`config.mk`:
```
export PLATFORM = sky130hd
export DESIGN_NAME = lcgp_mem
export DESIGN_NICKNAME = d
export VERILOG_FILES = /design/src/lcgp_pkg.sv /design/src/lcgp_mem.sv
export SDC_FILE = /design/constraint.sdc
export NUM_CORES = 2
export LEC_CHECK = 0
export BUFFER_PORTS_ARGS = -buffer_cell sky130_fd_sc_hd__buf_2
export CAP_MARGIN = 20
export CORE_ASPECT_RATIO = 0.75
export CORE_MARGIN = 1
export CORE_UTILIZATION = 35
export CTS_CLUSTER_DIAMETER = 80
export DETAILED_ROUTE_END_ITERATION = 8
export PLACE_DENSITY = 0.49
export SLEW_MARGIN = 10
export SYNTH_ARGS = -nofsm -noshare
export SYNTH_HDL_FRONTEND = slang
export SYNTH_MEMORY_MAX_BITS = 65536
export SYNTH_SLANG_ARGS = --single-unit
export TNS_END_PERCENT = 1
```
`constraint.sdc`:
```
create_clock -name clk -period 4.4 [get_ports clk]
set_clock_uncertainty 0.1 [all_clocks]
set_input_delay 0.88 -clock clk [delete_from_list [all_inputs] [get_ports clk]]
set_output_delay 0.88 -clock clk [all_outputs]
set_load 0.02 [all_outputs]
```
`src/lcgp_pkg.sv`:
```
`timescale 1ns / 1ps
// Shared constants, payload types, state codes and helpers for the LRU cache.
package lcgp_pkg;

  localparam int ENTRIES = 64;
  localparam int IDX_W   = (ENTRIES > 1) ? $clog2(ENTRIES) : 1;
  localparam int CNT_W   = $clog2(ENTRIES + 1);
  localparam int REC_W   = IDX_W;
  localparam int KEY_W   = 32;
  localparam int VAL_W   = 32;
  localparam int CAP_W   = 7;
  localparam int CMP_W   = (CNT_W > CAP_W) ? CNT_W : CAP_W;

  localparam logic [CAP_W-1:0] CAP_RESET  = 7'd64;
  localparam logic [VAL_W-1:0] MISS_VALUE = '1;

  localparam logic OP_GET = 1'b0;
  localparam logic OP_PUT = 1'b1;

  typedef struct packed {
    logic                    operation;
    logic signed [KEY_W-1:0] lookup_key;
    logic signed [VAL_W-1:0] write_value;
  } in_t;

  typedef struct packed {
    logic                    found;
    logic signed [VAL_W-1:0] read_value;
    logic                    evicted;
    logic signed [KEY_W-1:0] evicted_key;
  } out_t;

  typedef enum logic [2:0] {
    ST_IDLE,
    ST_SCAN,
    ST_DECIDE,
    ST_RANK,
    ST_INSERT,
    ST_DONE
  } state_t;

  // write port of the slot memories
  typedef struct packed {
    logic             key_en;
    logic             val_en;
    logic             rec_en;
    logic [IDX_W-1:0] addr;
    logic [KEY_W-1:0] key;
    logic [VAL_W-1:0] val;
    logic [REC_W-1:0] rec;
  } mem_wr_t;

  typedef struct packed {
    logic             key_eq;
    logic             rec_lt;
    logic [REC_W-1:0] rec_inc;
  } alu_res_t;

  // zero means one, anything above the slot count saturates
  function automatic logic [CMP_W-1:0] eff_cap(input logic [CAP_W-1:0] cap);
    logic [CMP_W-1:0] c;
    c = CMP_W'(cap);
    if (c == '0) begin
      c = CMP_W'(1);
    end else if (c > CMP_W'(ENTRIES)) begin
      c = CMP_W'(ENTRIES);
    end
    return c;
  endfunction

endpackage

```
`src/lcgp_mem.sv`:
```
`timescale 1ns / 1ps
// Slot memories for key, value and recency rank, one write and one registered read port.
module lcgp_mem import lcgp_pkg::*; (
  input  logic             clk,
  input  logic [IDX_W-1:0] rd_addr,
  input  mem_wr_t          wr,
  output logic [KEY_W-1:0] rd_key,
  output logic [VAL_W-1:0] rd_val,
  output logic [REC_W-1:0] rd_rec
);

  logic [KEY_W-1:0] key_mem [ENTRIES];
  logic [VAL_W-1:0] val_mem [ENTRIES];
  logic [REC_W-1:0] rec_mem [ENTRIES];

  logic [KEY_W-1:0] rd_key_r;
  logic [VAL_W-1:0] rd_val_r;
  logic [REC_W-1:0] rd_rec_r;

  always_ff @(posedge clk) begin
    if (wr.key_en) begin
      key_mem[wr.addr] <= wr.key;
    end
    rd_key_r <= key_mem[rd_addr];
  end

  always_ff @(posedge clk) begin
    if (wr.val_en) begin
      val_mem[wr.addr] <= wr.val;
    end
    rd_val_r <= val_mem[rd_addr];
  end

  always_ff @(posedge clk) begin
    if (wr.rec_en) begin
      rec_mem[wr.addr] <= wr.rec;
    end
    rd_rec_r <= rec_mem[rd_addr];
  end

  assign rd_key = rd_key_r;
  assign rd_val = rd_val_r;
  assign rd_rec = rd_rec_r;

endmodule

```
* After elaboration in Yosys (flattened, before gate mapping)
Memory sizes are Yosys's and may differ from the RTL's. A register that Yosys moved wholly into a read port is not among the register bits.
Cells that the tools add are included.
** Cells by class
- Mux-type cells :: 6
** Operators by type and width (number)
- $mux W1 :: 6
** Storage, ports and cells
- Register bits :: 0
- Bits in writable memories :: 4480
- Input bits :: 86
- Output and inout bits :: 70
- Word-level logic and storage cells :: 9
- Memories kept :: 3
** Memories
- key_mem :: depth 64, width 32, read ports 1, clocked after Yosys merged registers in 1, wr ports 1, line lcgp_mem.sv:12 : logic [KEY_W-1:0] key_mem [ENTRIES];
- val_mem :: depth 64, width 32, read ports 1, clocked after Yosys merged registers in 1, wr ports 1, line lcgp_mem.sv:13 : logic [VAL_W-1:0] val_mem [ENTRIES];
- rec_mem :: depth 64, width 6, read ports 1, clocked after Yosys merged registers in 1, wr ports 1, line lcgp_mem.sv:14 : logic [REC_W-1:0] rec_mem [ENTRIES];

* Longest topological paths before layout
- Word-level depth :: 2
- Gate-level depth with buffers :: 10

* Worst setup path before layout
No wires, ideal clock.
- Path kind :: input to register
- From :: in wr[75] (netlist name)
- To :: mem key_mem[36][0], enable pin
- Setup time :: 421 ps
- Arrival :: 3271 ps
- Required time :: 3879 ps
- Slack :: 608 ps
- Stages :: 5
- Path through :: clkbuf_1 or3b_2 clkbuf_1 clkbuf_1 nor2_1
** RTL lines
- start, declared :: line lcgp_mem.sv:6 : input mem_wr_t wr,
- end, declared :: line lcgp_mem.sv:12
Straight into the memory's write port.

* Worst setup path after layout
- From :: reg rd_rec_r[0] (netlist: rd_rec[0]) (read register of rec_mem)
- To :: out rd_rec[0]
** RTL lines
- start, declared :: line lcgp_mem.sv:18 : logic [REC_W-1:0] rd_rec_r;
- end, declared :: line lcgp_mem.sv:9 : output logic [REC_W-1:0] rd_rec
No word-level cell between the ends.

==> key figures <==
Layout
  • Most frequent cells in the layout: edfxtp_1, mux4_2, clkbuf_16, buf_4, buf_12
  • Final Util: 0.412
  • Commonest non-fill, non-tap cell in the layout: edfxtp_1
  • Layout cell share with drive strength beyond 1: 0.326
  • Net count of the finished layout: 8,214
  • Syn-to-layout area delta: 17.1%
  • Fin cells: 15,000
  • Fill cell count: 42,300

Place
  • Routability congestion estimate: 0.789
  • DPL Wire Length: 314,000 µm
  • I/O Buffers: 155
  • DP Cell Count: 14,200

CTS
  • Clock Root Buffer: clkbuf_16
  • CTS tree: built
  • CTS H-Tree Depth: 5
  • CTS max path bufs: 4
  • Clock Latency Late Sink: 1060 ps
  • Num CTS Buffers: 450
  • PostCTS Resize Cnt: 0
  • Clock sinks: 4,550
  • CTS clk-pin slew, worst paths: 70 ps
  • Post-CTS setup buffers: 0
  • # hold bufs at CTS: 0

Flow run
  • MaxCap Viol Count: 0

GRT
  • First-pass GRT wire length: 723,000 µm
  • GRT Residual Overflow: 0
  • Pin count of the biggest net entering global routing: 100
  • Gr usage total: 0.211
  • Initial antenna violation count: 63
  • Number of global-route vias before repair: 85,500

Timing
  • Hold WS: 157 ps
  • Fmax: 0.326 GHz
  • Tmin final: 3060 ps
  • Final Hold Viols: 0
  • Tcrit/Tclk final: 0.696
  • Worst Max-Slew Pin Slew: 1140 ps
  • Final setup vio count: 0
  • RSZ-0062 raised after global routing: no
  • Max_slew headroom: 0.242
  • Fin. max-slew vios: 0

Worst setup path
  • Critical path required time: 3420 ps
  • CP Max Fanout: 2
  • Crit path DAT: 2080 ps
  • Worst r2r path cells: 4
  • Setup CP Type: register to primary output
  • Crit path cell chain: buf_2
  • R2r startpoint: key_mem[13][25]
  • Cell class contributing the biggest share of worst-path delay: flip-flops
  • Setup crit start kind: register
  • Critical path's largest stage delay: 780 ps
  • CP max-delay cell: dfxtp_1
  • R2r setup slk: 1960 ps
  • Buffers plus inverters on the worst setup path: 1
  • R2R Path End: rd_key[25]
  • Critical Path End Type: primary output

Die
  • I/O pin total: 156
  • Die height: 608 µm
  • Core ar.: 488,000 µm²
  • Die extent in x: 810 µm
  • Cell row count: 222
  • Total die area: 493,000 µm²
  • Initial core utilization: 0.352

Power
  • LEAKAGE: 62.0 nW
  • Pwr/cell area: 454 nW/µm²
  • Peak supply drop: 0.000348 V
  • Tot Pwr: 91.2 mW

Drt
  • Pre-Repair DR Iteration Count: 6
  • Post-route antenna net violation count: 0
  • DRC Markers: 0
  • WL/cell: 35.3 µm
  • Post-Route WL: 530,000 µm
  • DR iter-0 viols: 11,200
  • Via-to-Cell Ratio: 5.66
  • Vias: 85,100

Synth
  • Syn. warnings: 0
  • Synthesized cell area: 172,000 µm²
  • FF+latch count, synth: 4,550
  • Sequential share of the synthesized area: 0.792
  • Post-Syn Nets: 7,466
  • Post-Syn Instances: 7,380
  • Yosys cell types: 31
  • Avg Cell Area, Syn: 23.2 µm²

Hold path
  • WHS Endpoint: key_mem[4][8]
  • Hold Crit Depth: 1
  • Worst Min Path Start: wr[46]
  • HP Class: input pin to register

Status
  • Outcome: completed
==> worst max path at each step <==
stage               cells past startpoint        endpoint  startpoint
global placement                        7      rd_key[22]  rd_addr[0]
global route                            1       rd_rec[1]   rd_rec[1]
floorplan                               5  key_mem[36][0]      wr[75]
CTS                                     1       rd_rec[1]   rd_rec[1]
detailed placement                      7       rd_key[4]  rd_addr[0]
finish                                  1       rd_rec[0]   rd_rec[0]
==> Yosys cell counts, drive strengths merged <==
master,n,area [µm²]
a31oi,28,175
clkinv,1,3.75
and2,6,37.5
and3,5,31.3
nor2b,9,56.3
a222oi,27,270
or3,2,12.5
nand2,192,721
a22oi,194,1460
o22ai,97,607
mux2i,48,480
a31o,9,78.8
nand2b,2,12.5
o21ai,10,50.1
mux2,108,1220
or3b,3,26.3
mux4,1166,26300
nor2,227,852
clkbuf,192,721
a21oi,160,801
nor3,56,280
or2,5,31.3
edfxtp,4480,135000
nand3,43,215
o32ai,9,78.8
buf,226,1140
nand3b,5,37.5
dfxtp,70,1400
==> kinds of logic after synthesis <==
kind of cell           after synthesis  share of synthesized area
DFF                               4550                      0.792
muxes                             1322                      0.163
and+or+nand+nor                    555                     0.0135
AOI/OAI and AO/OA                  534                     0.0205
buffers and inverters              419                     0.0109
==> registers in the layout (all words and copies together) (netlist names) <==
name / count
key_mem: 2048
rd_val: 32
val_mem: 2048
rec_mem: 384
rd_rec: 6
rd_key: 32
==> report_power, final <==
group | total, mW | internal [mW] | switching [mW] | leakage [nW]
registers | 48.2 | 48.0 | 0.240 | 40.9
logic | 5.19 | 1.82 | 3.37 | 14.1
clock network | 37.8 | 21.2 | 16.6 | 6.98
total | 91.2 | 71.0 | 20.2 | 62.0
==> layer usage <==
metal,vias to the layer above,GRT usage,part of all wire
met1,47600,0.330,0.46
li1,33200,-,-
met4,20,0.0410,0.019
met5,-,0,0.00023
met3,601,0.0397,0.084
met2,3718,0.308,0.44
==> through the flow <==
step | cell area [µm²] | setup TNS, ps | setup slack, ps
floorplan | 172000 | 0 | 608
global placement | 186000 | -1350 | -781
detailed placement | 186000 | 0 | 328
CTS | 201000 | 0 | 1240
global route | 201000 | 0 | 1300
finish | 201000 | 0 | 1340
==> cell type report <==
class	instances	area (µm²)	share of cell area
flip-flops and latches	4550	136000	0.677
well taps	6496	8130	0.0405
repair buffers	714	7610	0.0379
inverters	1	11.3	0.0000560
multi-input cells	2411	34900	0.173
clock buffers	591	12200	0.0605
diodes	24	60.1	0.000299
clock inverters	239	2170	0.0108
No activity file was read; power rests on OpenSTA's default activity.
