## config.mk

```make
export PLATFORM = sky130hd
export DESIGN_NAME = lcgp_seq
export DESIGN_NICKNAME = d
export VERILOG_FILES = /design/src/lcgp_pkg.sv /design/src/lcgp_alu.sv /design/src/lcgp_seq.sv
export SDC_FILE = /design/constraint.sdc
export NUM_CORES = 1
export LEC_CHECK = 0
export BUFFER_PORTS_ARGS = -buffer_cell sky130_fd_sc_hd__buf_2
export CAP_MARGIN = 20
export CORE_ASPECT_RATIO = 1.1
export CORE_MARGIN = 2
export CORE_UTILIZATION = 59
export DETAILED_ROUTE_END_ITERATION = 10
export GPL_TIMING_DRIVEN = 0
export PLACE_DENSITY_LB_ADDON = 0.25
export SYNTH_ARGS = -nofsm -noshare
export SYNTH_HDL_FRONTEND = slang
export SYNTH_SLANG_ARGS = --single-unit
```

## constraint.sdc

```tcl
create_clock -name clk -period 13.9 [get_ports clk]
set_clock_uncertainty 0.05 [all_clocks]
set_input_delay 1.39 -clock clk [delete_from_list [all_inputs] [get_ports clk]]
set_output_delay 1.39 -clock clk [all_outputs]
set_load 0.1 [all_outputs]
```

## src/lcgp_pkg.sv

```systemverilog
`timescale 1ns / 1ps
// Shared constants, payload types, state codes and helpers for the LRU cache.
package lcgp_pkg;

  localparam int ENTRIES = 64;
  localparam int IDX_W   = (ENTRIES > 1) ? $clog2(ENTRIES) : 1;
  localparam int CNT_W   = $clog2(ENTRIES + 1);
  localparam int REC_W   = IDX_W;
  localparam int KEY_W   = 32;
  localparam int VAL_W   = 32;
  localparam int CAP_W   = 7;
  localparam int CMP_W   = (CNT_W > CAP_W) ? CNT_W : CAP_W;

  localparam logic [CAP_W-1:0] CAP_RESET  = 7'd64;
  localparam logic [VAL_W-1:0] MISS_VALUE = '1;

  localparam logic OP_GET = 1'b0;
  localparam logic OP_PUT = 1'b1;

  typedef struct packed {
    logic                    operation;
    logic signed [KEY_W-1:0] lookup_key;
    logic signed [VAL_W-1:0] write_value;
  } in_t;

  typedef struct packed {
    logic                    found;
    logic signed [VAL_W-1:0] read_value;
    logic                    evicted;
    logic signed [KEY_W-1:0] evicted_key;
  } out_t;

  typedef enum logic [2:0] {
    ST_IDLE,
    ST_SCAN,
    ST_DECIDE,
    ST_RANK,
    ST_INSERT,
    ST_DONE
  } state_t;

  // write port of the slot memories
  typedef struct packed {
    logic             key_en;
    logic             val_en;
    logic             rec_en;
    logic [IDX_W-1:0] addr;
    logic [KEY_W-1:0] key;
    logic [VAL_W-1:0] val;
    logic [REC_W-1:0] rec;
  } mem_wr_t;

  typedef struct packed {
    logic             key_eq;
    logic             rec_lt;
    logic [REC_W-1:0] rec_inc;
  } alu_res_t;

  // zero means one, anything above the slot count saturates
  function automatic logic [CMP_W-1:0] eff_cap(input logic [CAP_W-1:0] cap);
    logic [CMP_W-1:0] c;
    c = CMP_W'(cap);
    if (c == '0) begin
      c = CMP_W'(1);
    end else if (c > CMP_W'(ENTRIES)) begin
      c = CMP_W'(ENTRIES);
    end
    return c;
  endfunction

endpackage

```

## src/lcgp_alu.sv

```systemverilog
`timescale 1ns / 1ps
// Shared slot unit: key match, rank compare and rank increment for both passes.
module lcgp_alu import lcgp_pkg::*; (
  input  logic [KEY_W-1:0] key_a,
  input  logic [KEY_W-1:0] key_b,
  input  logic [REC_W-1:0] rec_a,
  input  logic [REC_W-1:0] rec_b,
  input  logic [REC_W-1:0] rec_src,
  output alu_res_t         res
);

  always_comb begin
    res.key_eq  = (key_a == key_b);
    res.rec_lt  = (rec_a < rec_b);
    res.rec_inc = rec_src + REC_W'(1);
  end

endmodule

```

## src/lcgp_seq.sv

```systemverilog
`timescale 1ns / 1ps
// Sequencer: match scan, eviction choice, rank update pass and insertion.
module lcgp_seq import lcgp_pkg::*; (
  input  logic             clk,
  input  logic             rst_n,
  input  logic             start,
  input  in_t              in_item,
  input  logic [CMP_W-1:0] cap_eff,
  output logic             idle,
  output logic             res_valid,
  input  logic             res_take,
  output out_t             res_data,
  output logic [IDX_W-1:0] rd_addr,
  output mem_wr_t          wr,
  input  logic [KEY_W-1:0] rd_key,
  input  logic [VAL_W-1:0] rd_val,
  input  logic [REC_W-1:0] rd_rec
);

  state_t state_r, state_nxt;

  in_t              item_r;
  logic [CNT_W-1:0] cnt_r;
  logic             chk_v_r;
  logic [IDX_W-1:0] chk_idx_r;
  logic [ENTRIES-1:0] valid_r;
  logic [CNT_W-1:0] used_r;

  logic             hit_r;
  logic [IDX_W-1:0] hit_idx_r;
  logic [REC_W-1:0] hit_rec_r;
  logic [VAL_W-1:0] hit_val_r;

  logic             vic_any_r;
  logic [IDX_W-1:0] vic_idx_r;
  logic [REC_W-1:0] vic_rec_r;
  logic [KEY_W-1:0] vic_key_r;

  logic             free_any_r;
  logic [IDX_W-1:0] free_idx_r;
  logic [IDX_W-1:0] new_idx_r;
  out_t             res_r;

  logic             issue;
  logic             pass_end;
  logic             valid_at;
  logic             is_put;
  logic             evict_c;
  logic             have_free_c;
  logic [IDX_W-1:0] new_idx_c;
  logic [REC_W-1:0] rec_a;
  logic [REC_W-1:0] rec_b;
  alu_res_t         alu;

  assign issue    = ((state_r == ST_SCAN) || (state_r == ST_RANK)) &&
                    (cnt_r < CNT_W'(ENTRIES));
  assign pass_end = chk_v_r && (chk_idx_r == IDX_W'(ENTRIES - 1));
  assign valid_at = valid_r[chk_idx_r];
  assign is_put   = (item_r.operation == OP_PUT);

  // scan: victim search keeps the oldest rank; rank pass: age entries newer than the hit
  assign rec_a = (state_r == ST_SCAN) ? vic_rec_r : rd_rec;
  assign rec_b = (state_r == ST_SCAN) ? rd_rec : hit_rec_r;

  lcgp_alu u_alu (
    .key_a   (rd_key),
    .key_b   (item_r.lookup_key),
    .rec_a   (rec_a),
    .rec_b   (rec_b),
    .rec_src (rd_rec),
    .res     (alu)
  );

  always_comb begin
    evict_c = !hit_r && is_put && vic_any_r && (used_r != '0) &&
              (CMP_W'(used_r) >= cap_eff);
    have_free_c = evict_c || free_any_r;
    if (evict_c) begin
      new_idx_c = (free_any_r && (free_idx_r < vic_idx_r)) ? free_idx_r : vic_idx_r;
    end else begin
      new_idx_c = free_idx_r;
    end
  end

  // next state
  always_comb begin
    state_nxt = state_r;
    case (state_r)
      ST_IDLE: begin
        if (start) begin
          state_nxt = ST_SCAN;
        end
      end
      ST_SCAN: begin
        if (pass_end) begin
          state_nxt = ST_DECIDE;
        end
      end
      ST_DECIDE: begin
        if (hit_r || (is_put && have_free_c)) begin
          state_nxt = ST_RANK;
        end else begin
          state_nxt = ST_DONE;
        end
      end
      ST_RANK: begin
        if (pass_end) begin
          state_nxt = hit_r ? ST_DONE : ST_INSERT;
        end
      end
      ST_INSERT: begin
        state_nxt = ST_DONE;
      end
      ST_DONE: begin
        if (res_take) begin
          state_nxt = ST_IDLE;
        end
      end
      default: begin
        state_nxt = ST_IDLE;
      end
    endcase
  end

  // outputs and memory port
  always_comb begin
    idle      = (state_r == ST_IDLE);
    res_valid = (state_r == ST_DONE);
    res_data  = res_r;
    rd_addr   = cnt_r[IDX_W-1:0];
    wr        = '0;
    case (state_r)
      ST_DECIDE: begin
        if (hit_r && is_put) begin
          wr.val_en = 1'b1;
          wr.addr   = hit_idx_r;
          wr.val    = item_r.write_value;
        end
      end
      ST_RANK: begin
        wr.addr = chk_idx_r;
        if (chk_v_r) begin
          if (hit_r) begin
            if (chk_idx_r == hit_idx_r) begin
              wr.rec_en = 1'b1;
              wr.rec    = '0;
            end else if (valid_at && alu.rec_lt) begin
              wr.rec_en = 1'b1;
              wr.rec    = alu.rec_inc;
            end
          end else if (valid_at) begin
            wr.rec_en = 1'b1;
            wr.rec    = alu.rec_inc;
          end
        end
      end
      ST_INSERT: begin
        wr.key_en = 1'b1;
        wr.val_en = 1'b1;
        wr.rec_en = 1'b1;
        wr.addr   = new_idx_r;
        wr.key    = item_r.lookup_key;
        wr.val    = item_r.write_value;
        wr.rec    = '0;
      end
      default: begin
        wr = '0;
      end
    endcase
  end

  always_ff @(posedge clk) begin
    if (!rst_n) begin
      state_r <= ST_IDLE;
      chk_v_r <= 1'b0;
      valid_r <= '0;
      used_r  <= '0;
    end else begin
      state_r <= state_nxt;
      chk_v_r <= issue;
      if ((state_r == ST_DECIDE) && evict_c) begin
        valid_r[vic_idx_r] <= 1'b0;
        used_r             <= used_r - CNT_W'(1);
      end
      if (state_r == ST_INSERT) begin
        valid_r[new_idx_r] <= 1'b1;
        used_r             <= used_r + CNT_W'(1);
      end
    end
  end

  always_ff @(posedge clk) begin
    chk_idx_r <= rd_addr;
    if (issue) begin
      cnt_r <= cnt_r + CNT_W'(1);
    end
    if (start) begin
      item_r     <= in_item;
      cnt_r      <= '0;
      hit_r      <= 1'b0;
      vic_any_r  <= 1'b0;
      free_any_r <= 1'b0;
    end
    if ((state_r == ST_SCAN) && chk_v_r) begin
      // first match wins, lowest free slot wins
      if (valid_at && alu.key_eq && !hit_r) begin
        hit_r     <= 1'b1;
        hit_idx_r <= chk_idx_r;
        hit_rec_r <= rd_rec;
        hit_val_r <= rd_val;
      end
      if (valid_at && (!vic_any_r || alu.rec_lt)) begin
        vic_any_r <= 1'b1;
        vic_idx_r <= chk_idx_r;
        vic_rec_r <= rd_rec;
        vic_key_r <= rd_key;
      end
      if (!valid_at && !free_any_r) begin
        free_any_r <= 1'b1;
        free_idx_r <= chk_idx_r;
      end
    end
    if (state_r == ST_DECIDE) begin
      cnt_r             <= '0;
      new_idx_r         <= new_idx_c;
      res_r.found       <= hit_r;
      res_r.read_value  <= (hit_r && !is_put) ? hit_val_r : MISS_VALUE;
      res_r.evicted     <= evict_c;
      res_r.evicted_key <= evict_c ? vic_key_r : '0;
    end
  end

endmodule

```

# [Word level (Yosys, flattened, before mapping)]
# Cells that the tools add are included.
[word_totals] ff_bits=322 input_bits=146 out_inout_bits=153 wordCells=139
[op_classes] add_sub_neg=4 n_lt_le_gt_ge=9 eq_ne=12 n_mux=51 bitwise_logic=3 n_reduce_logical=36
[op_table] op="$mux W64" n=3
[op_table] op="$mux W6" n=11
[op_table] op="$and A64 B64 Y64" n=1
[op_table] op="$mux W32" n=2
[op_table] op="$not A64 Y64" n=1
[op_table] op="$or A64 B64 Y64" n=1
[op_table] op="$pmux W32 S2" n=1
[op_table] op="$eq A32 B32 Y1" n=1
[op_table] op="$lt A6 B7 Y1 const B" n=3
[op_table] op="$mux W1" n=20
[op_table] op="$logic_and A1 B1 Y1" n=19
[op_table] op="$pmux W3 S6" n=1
[op_table] op="$pmux W6 S3" n=1
[op_table] op="$mux W3" n=5
[op_table] op="$add A7 B1 Y7 const B" n=2
[op_table] op="$mux W7" n=2
[op_table] op="$demux W1 S6" n=2
[op_table] op="$ge A6 B1 Y1 const B" n=2
[op_table] op="$lt A6 B6 Y1" n=2
[op_table] op="$ge A7 B7 Y1" n=1
[op_table] op="$lt A7 B7 Y1 const B" n=1
[op_table] op="$reduce_bool A7 Y1" n=1
[op_table] op="$sub A7 B1 Y7 const B" n=1
[op_table] op="$add A6 B1 Y6 const B" n=1
[op_table] op="16 further kinds" n=30

# [Longest topological paths before layout]
[depth] word_depth=10 ltp_mapped=12 depth_no_buf=10

# [Cells and area by module]
# From an unflattened synthesis, not the netlist that was laid out.
[unflattened] hier_cells=1168 area_unflattened_um2=14234.9
[by_module_without_submodules] module="lcgp_seq" n_inst=1 cells_each=1098 area_each_um2=13695.6
[by_module_without_submodules] module="lcgp_alu" n_inst=1 cells_each=70 area_each_um2=539.3

# [Worst setup path before layout]
# OpenSTA, ideal clock, no wires.
[synth_path] kind="register to output" from="register state_r[1]" to="output wr[12] (netlist name)" arrival_time_ns=5.026 required_time_ns=12.460 setup_slack_ns=7.434 stages_incl_launch_ff=8 n_path_buf=3 path_cell_list="dfxtp_1 > buf_2 > nor3b_4 > and3_1 > clkbuf_1 > or2_2 > clkbuf_1 > and2_1"
[synth_rtl] item="start: declaration" line_no="lcgp_seq.sv:20" source="state_t state_r, state_nxt;"
[synth_rtl] item="start signal: assignment" line_no="lcgp_seq.sv:179" source="state_r <= state_nxt;"
[synth_rtl] item="end: declaration" line_no="lcgp_seq.sv:14" source="output mem_wr_t wr,"

==> reports/metrics.json <==
{
  "ys_async_sr_fraction_pct": 0,
  "synth_largest_type_area_fraction_pct": 49.3,
  "boundaryPins": 299,
  "cp.buffers_inverters": 3,
  "detailroute.via_count": 10600,
  "finalHoldWorstSlack_ns": 0.362,
  "final_period_minus_worst_setup_slack_ns": 5.68,
  "drt-wirelength-per-cell_um": 20.1,
  "final.setup.tns_ns": 0,
  "clkLatencyLatePin_ns": 0.51,
  "htreeDepth": 2,
  "globalRouteOverflowTotal": 0,
  "slew_violations": 0,
  "placement.cell_area_sq_um": 16100,
  "via_per_inst": 5.82,
  "critical_path_arrival_ns": 4.24,
  "fill_cells": 1617,
  "crit_slowest_cell": "sky130_fd_sc_hd__clkbuf_1",
  "synth.top_cells.by_area": "sky130_fd_sc_hd__edfxtp_1 49%, sky130_fd_sc_hd__dfxtp_1 13%, sky130_fd_sc_hd__and2_1 3.2%",
  "grtUsageTotal_pct": 29.3,
  "ir_worst_vdd_mv": 0.144,
  "max_freq_mhz": 176,
  "rr_endpoint": "vic_key_r[25]$_DFFE_PP_",
  "post-layout-total-power_mw": 2.00,
  "grt_antenna_before_repair": 1,
  "cell_int_power_mw": 1.57,
  "cts_tree": "built",
  "number_of_standard_cells_in_the_final_layout_excluding_fillers": 1819,
  "worst_r2r_path_depth": 12,
  "cts.root.buffer_cell": "sky130_fd_sc_hd__clkbuf_16",
  "worst_setup_path_end_kind": "output port",
  "startpoint_type": "flip-flop",
  "timing_hold_violations_final": 0,
  "fp.dieArea_sq_um": 25100,
  "rsz0062_at_grt": "no",
  "final_layout_size_suffix_gt1_share_pct": 27.2,
  "cts_made_buffers": 34,
  "finalCoreUtilization_pct": 72.9,
  "post_cts_buffers": 0,
  "synth_area_per_cell_sq_um": 12.3,
  "timing.critical_path.fanout_max": 10,
  "clk_transition_reported_paths_ns": 0.06,
  "first_global_vias": 10400,
  "fp.dieH_um": 166,
  "layout.nets": 1661,
  "final_critical_path_setup_slack_ns": 8.22,
  "core.rowCount": 59,
  "power.share.combinational_pct": 5.9,
  "cpLargestDelayFamily": "simple AND/OR/NAND/NOR gates",
  "seqPwrFrac_pct": 52.8,
  "synth.yosys.seq_area_share_pct": 62.2,
  "netlist_instances": 1145,
  "final_design_area_no_fill_sq_um": 17200,
  "core_area_sq_um": 23500,
  "multi_input_comb_area_sq_um": 4920,
  "worst_ep_required_time_ns": 12.46,
  "p_leak_nw": 6.86,
  "timing.critical_path.from": "state_r[2]$_SDFFE_PN0P_",
  "synth-main-ff-cell": "sky130_fd_sc_hd__edfxtp_1",
  "worst-r2r-setup-slack_ns": 9.79,
  "cp.depth": 12,
  "placed_wire_length_estimate_um": 26100,
  "timing.final.crit_share_pct": 40.9,
  "worst_hold_path_type": "flip-flop to flip-flop",
  "area.growth.synth_to_final_pct": 21.9,
  "crit_path_cell_trace": "buf_4 > nor3b_2 > clkbuf_1 > mux2_2 > ha_1 > or3_1 > a31oi_1 > o211ai_1 > nand3_1 > nand2_1 > nor3_1 > buf_2",
  "maxCapViolCount": 0,
  "synth_edf_count": 231,
  "register_area_sq_um": 8760,
  "synth_nets": 1316,
  "tightest_slew_ns": 1.20,
  "gp_congestion": 0.946,
  "finalWirelength_um": 36600,
  "netSwitchingFraction_pct": 21.7,
  "reg2reg_from": "state_r[2]$_SDFFE_PN0P_",
  "drc": 0,
  "pwr-share-clk_pct": 41.3,
  "synth.largest_area_cell": "sky130_fd_sc_hd__edfxtp_1",
  "floorplan.initialDensity_pct": 59.8,
  "mappedNetlistArea_sq_um": 14100,
  "synth-warning-count": 0,
  "cts_buffer_depth": 3,
  "yosys_cell_types": 66,
  "die_width_um": 151,
  "pwr_density_cell_nw_per_um2": 117,
  "critical_path.endpoint": "wr[5]",
  "dpl_worst_slack_ns": 8.78,
  "cts.sink_count": 322,
  "io_buf_count": 298,
  "drt_iter0_drc": 1084,
  "cpPeakStageDelay_ns": 0.55,
  "synth_seq_cells": 322,
  "drt_pre_antenna_iters": 7,
  "cts_resized": 0,
  "drtAntennaViolNets": 0,
  "netSwitchingPower_mw": 0.435,
  "holdBufCountCts": 0,
  "grt_first_pass_wirelength_um": 56100,
  "status": "completed",
  "grt_start_max_net_pins": 46,
  "critical_path_type": "flip-flop to output port",
  "worst_slew_margin_rel_pct": 19.5,
  "dpl.cell_count": 1756,
  "final-setup-viol-count": 0
}
-- state kept, by name (all words and copies together) (netlist names) --
name / count
hit_val_r: 32
vic_rec_r: 6
chk_v_r: 1
hit_rec_r: 6
chk_idx_r: 6
vic_any_r: 1
is_put: 1
used_r: 7
valid_r: 64
vic_idx_r: 6
state_r: 3
vic_key_r: 32
hit_idx_r: 6
res_data: 66
new_idx_r: 6
free_any_r: 1
cnt_r: 7
hit_r: 1
item_r: 64
free_idx_r: 6
-- Yosys cell counts (all sizes together) (16+ instances only) --
library cell	n
a31oi	58
and2	72
and3	36
buf	22
clkbuf	44
dfxtp	91
edfxtp	231
ha	24
inv	29
mux4	16
nand2	93
nand3	22
nor2	81
nor3	28
o21ai	70
or3	36
xnor2	39
-- cells in the final DEF, fill, tap and decap left out, drive strengths merged, types with 16 or more instances in the layout --
| master | count |
|---|---|
| ha | 24 |
| and3 | 36 |
| nand3 | 22 |
| buf | 330 |
| xnor2 | 39 |
| inv | 30 |
| or3 | 36 |
| and2 | 72 |
| clkbuf | 95 |
| nor2 | 81 |
| edfxtp | 231 |
| nand2 | 93 |
| o21ai | 70 |
| mux4 | 16 |
| dfxtp | 91 |
| nor3 | 28 |
| a31oi | 58 |
-- power by group through the flow --
stage | combinational (mW) | sequential [mW] | clock (mW)
floorplan | 0.0638 | 1.08 | 0
global placement | 0.112 | 1.08 | 0
detailed placement | 0.116 | 1.08 | 0
CTS | 0.117 | 1.06 | 0.838
global route | 0.127 | 1.06 | 0.876
finish | 0.118 | 1.06 | 0.827
-- kinds of logic after synthesis --
group                    after synthesis  synth area share (%)
AND/OR/NAND/NOR                      431                  16.6
flip-flops                           322                  62.2
AO/OA/AOI/OAI                        182                  8.08
buffers and inverters                 95                  2.99
XOR/XNOR                              52                  3.23
multiplexers                          38                  4.63
adder cells (fa/ha/maj)               25                  2.27
-- how the worst min path moves through the flow --
stage,cells past startpoint,to,slack (ns),from
after CTS,0,chk_idx_r[2]$_DFF_P_,0.36,cnt_r[2]$_SDFFE_PP0P_
after global placement,0,chk_idx_r[5]$_DFF_P_,0.35,cnt_r[5]$_SDFFE_PP0P_
after global routing,0,chk_idx_r[5]$_DFF_P_,0.39,cnt_r[5]$_SDFFE_PP0P_
after floorplan,0,chk_idx_r[1]$_DFF_P_,0.33,cnt_r[1]$_SDFFE_PP0P_
after detailed placement,0,chk_idx_r[2]$_DFF_P_,0.35,cnt_r[2]$_SDFFE_PP0P_
final,0,chk_idx_r[1]$_DFF_P_,0.36,cnt_r[1]$_SDFFE_PP0P_
-- layout make-up --
class	count	area share (%)
Sequential cell	322	51.0
Multi-Input combinational cell	728	28.7
Timing Repair Buffer	309	9.81
Clock buffer	50	5.55
Tap cell	305	2.22
Buffer	66	1.82
Inverter	29	0.634
Clock inverter	9	0.284
Antenna cell	1	0.0146
-- layer usage --
metal	routed length [um]	part of all wire, %	GRT usage, %
met1	12900	35	35.0
met2	18500	51	49.9
met3	3690	10	7.83
met4	1560	4.3	12.5
met5	0	0	0
Note: power is estimated with default switching activity, not from simulation.
